### config.mk
export PLATFORM = sky130hd
export DESIGN_NAME = lct_ctrl
export DESIGN_NICKNAME = d
export VERILOG_FILES = /design/src/rtl/lct_pkg.sv /design/src/rtl/lct_ctrl.sv
export SDC_FILE = /design/constraint.sdc
export NUM_CORES = 1
export LEC_CHECK = 0
export ABC_AREA = 0
export BUFFER_PORTS_ARGS = -buffer_cell sky130_fd_sc_hd__buf_2
export CAP_MARGIN = 20
export CORE_UTILIZATION = 25
export DETAILED_ROUTE_END_ITERATION = 12
export HOLD_SLACK_MARGIN = 0.1
export SETUP_SLACK_MARGIN = 0.15
export SYNTH_ARGS = -nofsm -noshare
export SYNTH_HDL_FRONTEND = slang
export SYNTH_SLANG_ARGS = --single-unit
### constraint.sdc
create_clock -name clk -period 1.5 [get_ports clk]
set_clock_uncertainty 0.05 [all_clocks]
set_input_delay 0.3 -clock clk [delete_from_list [all_inputs] [get_ports clk]]
set_output_delay 0.3 -clock clk [all_outputs]
set_load 0.05 [all_outputs]
### src/rtl/lct_pkg.sv
// Shared definitions for the load-cell tension conditioner: field widths,
// register reset values, result status codes and controller/datapath structs.
// No dependencies.
package lct_pkg;

  localparam int unsigned RAW_W      = 24;
  localparam int unsigned FORCE_W    = 32;
  localparam int unsigned SCALE_W    = 24;
  localparam int unsigned ALPHA_W    = 17;
  localparam int unsigned DEADBAND_W = 24;
  localparam int unsigned INV_W      = 18;
  localparam int unsigned CFG_IDX_W  = 3;
  localparam int unsigned CFG_DATA_W = 24;

  localparam int unsigned MAX_TARE_SAMPLES = 255;

  localparam logic [SCALE_W-1:0]    SCALE_RESET     = 24'd95622;
  localparam logic                  DIRECTION_RESET = 1'b0;
  localparam logic [ALPHA_W-1:0]    ALPHA_RESET     = 17'd13107;
  localparam logic [DEADBAND_W-1:0] DEADBAND_RESET  = 24'd1311;
  localparam logic [INV_W-1:0]      INV_GEOM_RESET  = 18'd33921;

  // Filter weight of one in Q1.16.
  localparam logic [ALPHA_W-1:0] ALPHA_ONE = 17'h10000;

  localparam logic signed [RAW_W-1:0] RAW_MIN = 24'sh800000;
  localparam logic signed [RAW_W-1:0] RAW_MAX = 24'sh7FFFFF;

  typedef enum logic [1:0] {
    STAT_MEASURED  = 2'd0,
    STAT_IGNORED   = 2'd1,
    STAT_TARE_ACC  = 2'd2,
    STAT_TARE_DONE = 2'd3
  } lct_status_t;

  typedef enum logic [CFG_IDX_W-1:0] {
    CFG_SCALE     = 3'd0,
    CFG_DIRECTION = 3'd1,
    CFG_ALPHA     = 3'd2,
    CFG_DEADBAND  = 3'd3,
    CFG_INV_GEOM  = 3'd4
  } lct_cfg_idx_t;

  // Operand pair fed to the shared multiplier.
  typedef enum logic [1:0] {
    MUL_SCALE   = 2'd0,
    MUL_NEW     = 2'd1,
    MUL_OLD     = 2'd2,
    MUL_TENSION = 2'd3
  } lct_mul_sel_t;

  // Where a newly presented request goes once it is captured.
  typedef enum logic [1:0] {
    ROUTE_FINISH   = 2'd0,
    ROUTE_TARE_DIV = 2'd1,
    ROUTE_MEASURE  = 2'd2
  } lct_route_t;

  typedef struct packed {
    logic         capture;
    logic         mul_en;
    lct_mul_sel_t mul_sel;
    logic         acc_load;
    logic         acc_add;
    logic         raw_en;
    logic         filt_en;
    logic         db_en;
    logic         ten_en;
    logic         div_load;
    logic         div_step;
    logic         tare_set;
    logic         out_load;
  } lct_cmd_t;

  typedef struct packed {
    lct_route_t route;
    logic       seeded;
    logic       div_last;
    logic       out_full;
  } lct_stat_t;

endpackage

### src/rtl/lct_ctrl.sv
// Sequencing state machine for the load-cell tension conditioner. Issues
// one command word per cycle to the datapath. Depends on lct_pkg.
module lct_ctrl (
  input  logic               clk,
  input  logic               rst_n,
  input  logic               in_valid,
  output logic               in_ready,
  input  lct_pkg::lct_stat_t stat,
  output lct_pkg::lct_cmd_t  cmd
);

  typedef enum logic [3:0] {
    S_IDLE,
    S_DIV_LOAD,
    S_DIV,
    S_TARE_SET,
    S_MUL_SCALE,
    S_ROUND_RAW,
    S_MUL_NEW,
    S_MUL_OLD,
    S_ACC_SUM,
    S_FILTER,
    S_DEADBAND,
    S_MUL_TEN,
    S_ROUND_TEN,
    S_FINISH
  } state_t;

  state_t state_r, state_nxt;

  always_ff @(posedge clk) begin
    if (!rst_n) begin
      state_r <= S_IDLE;
    end else begin
      state_r <= state_nxt;
    end
  end

  always_comb begin
    cmd       = '0;
    state_nxt = state_r;
    in_ready  = (state_r == S_IDLE);
    unique case (state_r)
      S_IDLE: begin
        if (in_valid) begin
          cmd.capture = 1'b1;
          unique case (stat.route)
            lct_pkg::ROUTE_TARE_DIV: state_nxt = S_DIV_LOAD;
            lct_pkg::ROUTE_MEASURE:  state_nxt = S_MUL_SCALE;
            default:                 state_nxt = S_FINISH;
          endcase
        end
      end
      S_DIV_LOAD: begin
        cmd.div_load = 1'b1;
        state_nxt    = S_DIV;
      end
      S_DIV: begin
        cmd.div_step = 1'b1;
        if (stat.div_last) begin
          state_nxt = S_TARE_SET;
        end
      end
      S_TARE_SET: begin
        cmd.tare_set = 1'b1;
        state_nxt    = S_FINISH;
      end
      S_MUL_SCALE: begin
        cmd.mul_en  = 1'b1;
        cmd.mul_sel = lct_pkg::MUL_SCALE;
        state_nxt   = S_ROUND_RAW;
      end
      S_ROUND_RAW: begin
        cmd.raw_en = 1'b1;
        // The first sample after a tare seeds the filter and skips the blend.
        state_nxt  = stat.seeded ? S_MUL_NEW : S_DEADBAND;
      end
      S_MUL_NEW: begin
        cmd.mul_en  = 1'b1;
        cmd.mul_sel = lct_pkg::MUL_NEW;
        state_nxt   = S_MUL_OLD;
      end
      S_MUL_OLD: begin
        cmd.mul_en   = 1'b1;
        cmd.mul_sel  = lct_pkg::MUL_OLD;
        cmd.acc_load = 1'b1;
        state_nxt    = S_ACC_SUM;
      end
      S_ACC_SUM: begin
        cmd.acc_add = 1'b1;
        state_nxt   = S_FILTER;
      end
      S_FILTER: begin
        cmd.filt_en = 1'b1;
        state_nxt   = S_DEADBAND;
      end
      S_DEADBAND: begin
        cmd.db_en = 1'b1;
        state_nxt = S_MUL_TEN;
      end
      S_MUL_TEN: begin
        cmd.mul_en  = 1'b1;
        cmd.mul_sel = lct_pkg::MUL_TENSION;
        state_nxt   = S_ROUND_TEN;
      end
      S_ROUND_TEN: begin
        cmd.ten_en = 1'b1;
        state_nxt  = S_FINISH;
      end
      S_FINISH: begin
        if (!stat.out_full) begin
          cmd.out_load = 1'b1;
          state_nxt    = S_IDLE;
        end
      end
      default: state_nxt = S_IDLE;
    endcase
  end

endmodule

# Word-level counts from Yosys, hierarchy flattened
# Cells that the tools add are included.
totals:
  register_bits: 4
  inputBits: 8
  out_inout_bits: 15
  elab_cells: 42
op_classes:
  eq_ne: 18
  muxes: 20
  reduce_logical: 3
ops:
  columns: ["operator", "n"]
  rows:
  - ["$pmux W4 S13", 1]
  - ["$eq A4 B4 Y1 const B", 6]
  - ["$eq A4 B3 Y1 const B", 4]
  - ["$mux W4", 4]
  - ["$mux W1", 13]
  - ["$pmux W3 S4", 1]
  - ["$eq A4 B2 Y1 const B", 2]
  - ["$pmux W4 S2", 1]
  - ["$ne A2 B2 Y1 const B", 3]
  - ["$eq A4 B1 Y1 const B", 1]
  - ["$logic_not A4 Y1", 1]
  - ["$reduce_and A3 Y1", 1]
  - ["$eq A2 B1 Y1 const B", 1]
  - ["$eq A2 B2 Y1 const B", 1]
  - ["$reduce_or A2 Y1", 1]

# Logic depth before layout (Yosys ltp)
depth:
  word_depth: 4
  depth_mapped: 6

# Least setup slack after synthesis
# No wires, ideal clock.
synth_timing:
  path_type: "flip-flop to output port"
  from: "reg state_r[0]"
  to: "out cmd[0] (netlist name)"
  t_arrival_ps: 1740
  setup_slack_ps: -590
  path_stages_with_launch: 4
  path_buffers: 1
  cell_sequence: "dfxtp_1 > buf_2 > nand2b_1 > nor3_1"
synth_rtl:
  columns: ["item", "line_no", "rtl"]
  rows:
  - ["start, declared", "lct_ctrl.sv:29", "state_t state_r, state_nxt;"]
  - ["start signal, assigned", "lct_ctrl.sv:35", "state_r <= state_nxt;"]
  - ["end, declared", "lct_ctrl.sv:9", "output lct_pkg::lct_cmd_t cmd"]

# Worst setup path after layout
layout_timing:
  from: "reg state_r[3]"
  to: "out in_ready"
layout_between:
  elab_chain_cells: 1
layout_rtl:
  columns: ["item", "line_no", "rtl"]
  rows:
  - ["$logic_not A4 Y1", "lct_ctrl.sv:42", "in_ready = (state_r == S_IDLE);"]
  - ["end, declared", "lct_ctrl.sv:7", "output logic in_ready,"]
# No other way between the ends.

==> flow_summary.toml <==
[detailed_routing]
drtAntennaViolNets = 0
drt_iter0_drc = 4
drc = 0
wl_per_cell_um = 12.67
vias = 617
viasPerCell = 5.016
drt_pass1_iterations = 4
wl_um = 1559

[layout]
largest-register = "state_r"
top_regs = "state_r (4)"
largest_register_ffs = 4
drive_gt1_frac = 0.7196
fin_nets = 119
final_cell_mix = "buf_6, buf_4, nor2_4"
area_delta_synth_final_pct = 146.8
diodes = 0
final_cell_area_um2 = 1016
final_common_cell = "buf_6"

[sta]
hold_violations = 0
slew_violations = 0
grt_setup_unrepaired = "yes"
maxSlewHeadroom = 0.8247
period_needed_ns = 1.562
setup_slack_ns = -0.06232
tns_ns = -0.3986
fin_crit_sh = 1.042
worstMarginPinSlew_ns = 0.2623
finalSetupViolations = 11
worst_hold_slack_ns = 0.2604
clock.fmax_ghz = 0.6401

[setup_path]
criticalPathCategory = "reg2out"
arrival_ns = 1.21
path_max_fanout = 5
start_kind = "flop"
cpMaxStageDelayCell = "dfxtp_4"
path_cells = "or2_4, nor3_4, buf_6"
end_kind = "output pin"
worstPathRequired_ns = 1.15
critPathMaxStageDelay_ns = 0.36

[clock_network]
holdBufCountCts = 0
cts_tree = "built"
cts_max_path_buffers = 2
numClockSinks = 4
htreeDepth = 1
clock_tree.root_cell = "clkbuf_4"
cts-buffers-inserted = 3
clk_pin_slew_ns = 0.04
clock_latency_ns = 0.24

[grt]
grt_overflow = 0
grt_max_degree = 8
grt_pass1_wl_um = 2346
grt_usage = 0.1773
antenna_found_initial = 0
first_global_vias = 539

[synth]
ys_warn_count = 0
synthMuxAreaShare = 0.02736
synth_top_family_by_area = "simple AND/OR/NAND/NOR gates"
ys_seq_area_frac = 0.1945
syn_area_um2 = 411.6
synth_cells = 65
yosys.area_share.simple = 0.3678
syn_nets = 75
synth_area_per_cell_um2 = 6.333
synth_fa_ha_area_frac = 0.06079
ys_types = 22
ys_ff_latch = 4
synth_compound_gate_area_share = 0.2523
synth_xor_area_frac = 0

[min_path]
min_path_type = "in2reg"

[place]
place_area_um2 = 769.5
dpl_worst_slack_ns = 0.02488
dp_hpwl_um = 1074
io_buffers = 22
place.gp.congestion = 0.7805

[die]
dieArea_um2 = 1813
start_util = 0.2701
core_um2 = 1524
io_pins = 23
die_x_um = 42.58
rows = 14
die_h_um = 42.58

[power]
power.total_mw = 2.429
powerDensity_nw_per_um2 = 2390
peakVddDrop_v = 0.001041
leakage_nw = 0.4546

[run]
drv_cap = 0

[run_status]
outcome = "finished, violations left"
violations = "setup timing"
-- path summary, 6_finish.rpt --
path / end / cells past startpoint / slack (ns) / start
max: in_ready / 3 / -0.06 / state_r[3]
min: state_r[1] / 3 / 0.26 / rst_n
max reg2reg: state_r[0] / 4 / 0.10 / state_r[1]
min reg2reg: state_r[1] / 2 / 0.56 / state_r[1]
-- logic make-up after synthesis --
| group | Yosys count |
|---|---|
| DFF | 4 |
| adders and majority gates | 2 |
| buffers and inverters | 8 |
| AOI/OAI and AO/OA | 17 |
| and+or+nand+nor | 33 |
| muxes | 1 |
-- synth_stat cells (all sizes together) --
master | count | area, um2
a21oi | 7 | 35.03
and2 | 1 | 6.260
and3 | 1 | 6.260
buf | 3 | 21.27
dfxtp | 4 | 80.08
ha | 2 | 25.02
inv | 5 | 18.77
mux2 | 1 | 11.26
nand2 | 7 | 26.28
nand2b | 4 | 25.02
nor2 | 14 | 52.55
nor2b | 1 | 6.260
nor3 | 4 | 20.02
o21a | 2 | 15.01
o21ai | 4 | 20.01
o22ai | 1 | 6.260
o311a | 1 | 10.01
o31ai | 1 | 7.510
o32a | 1 | 10.01
or2 | 1 | 8.760
-- worst max-delay path, delay by kind of cell, from the launching register on --
kind | cells | cell delay (ns)
and+or+nand+nor | 2 | 0.44
DFF | 1 | 0.36
buffers and inverters | 1 | 0.17
-- area by class of cell --
class	count	area [um2]
fillers	115	508.0
well taps	16	20.02
repair buffers	42	384.1
multi-input cells	53	475.5
clock buffers	3	22.52
flip-flops and latches	4	95.09
inverters	5	18.77
-- stage by stage --
| stage | instances | utilization |
|---|---|---|
| 4_1_cts | 120 | 0.6158 |
| 3_5_place_dp | 115 | 0.5049 |
| 3_3_place_gp | 115 | 0.5049 |
| 2_1_floorplan | 65 | - |
| 6_report | 123 | 0.6667 |
| 5_1_grt | 123 | 0.6667 |
-- layer usage --
| layer | part of all wire | global-route usage |
|---|---|---|
| met5 | 0 | 0 |
| met4 | 0.022 | 0.1188 |
| met3 | 0.031 | 0.01724 |
| met2 | 0.53 | 0.3015 |
| met1 | 0.42 | 0.2073 |
-- power breakdown --
group | total (mW) | switching [mW] | leakage [nW] | internal [mW]
Combinational | 2.01 | 1.09 | 0.405 | 0.915
Sequential | 0.283 | 0.0985 | 0.0357 | 0.184
Clock | 0.138 | 0.0481 | 0.0138 | 0.0898
Total | 2.43 | 1.24 | 0.455 | 1.19
-- timing repair --
item	CTS	global route
resized for setup	45	15
buffers inserted	2	3
setup endpoints to repair	18	18
pin swaps	7	6
(Power assumes the default switching activity.)
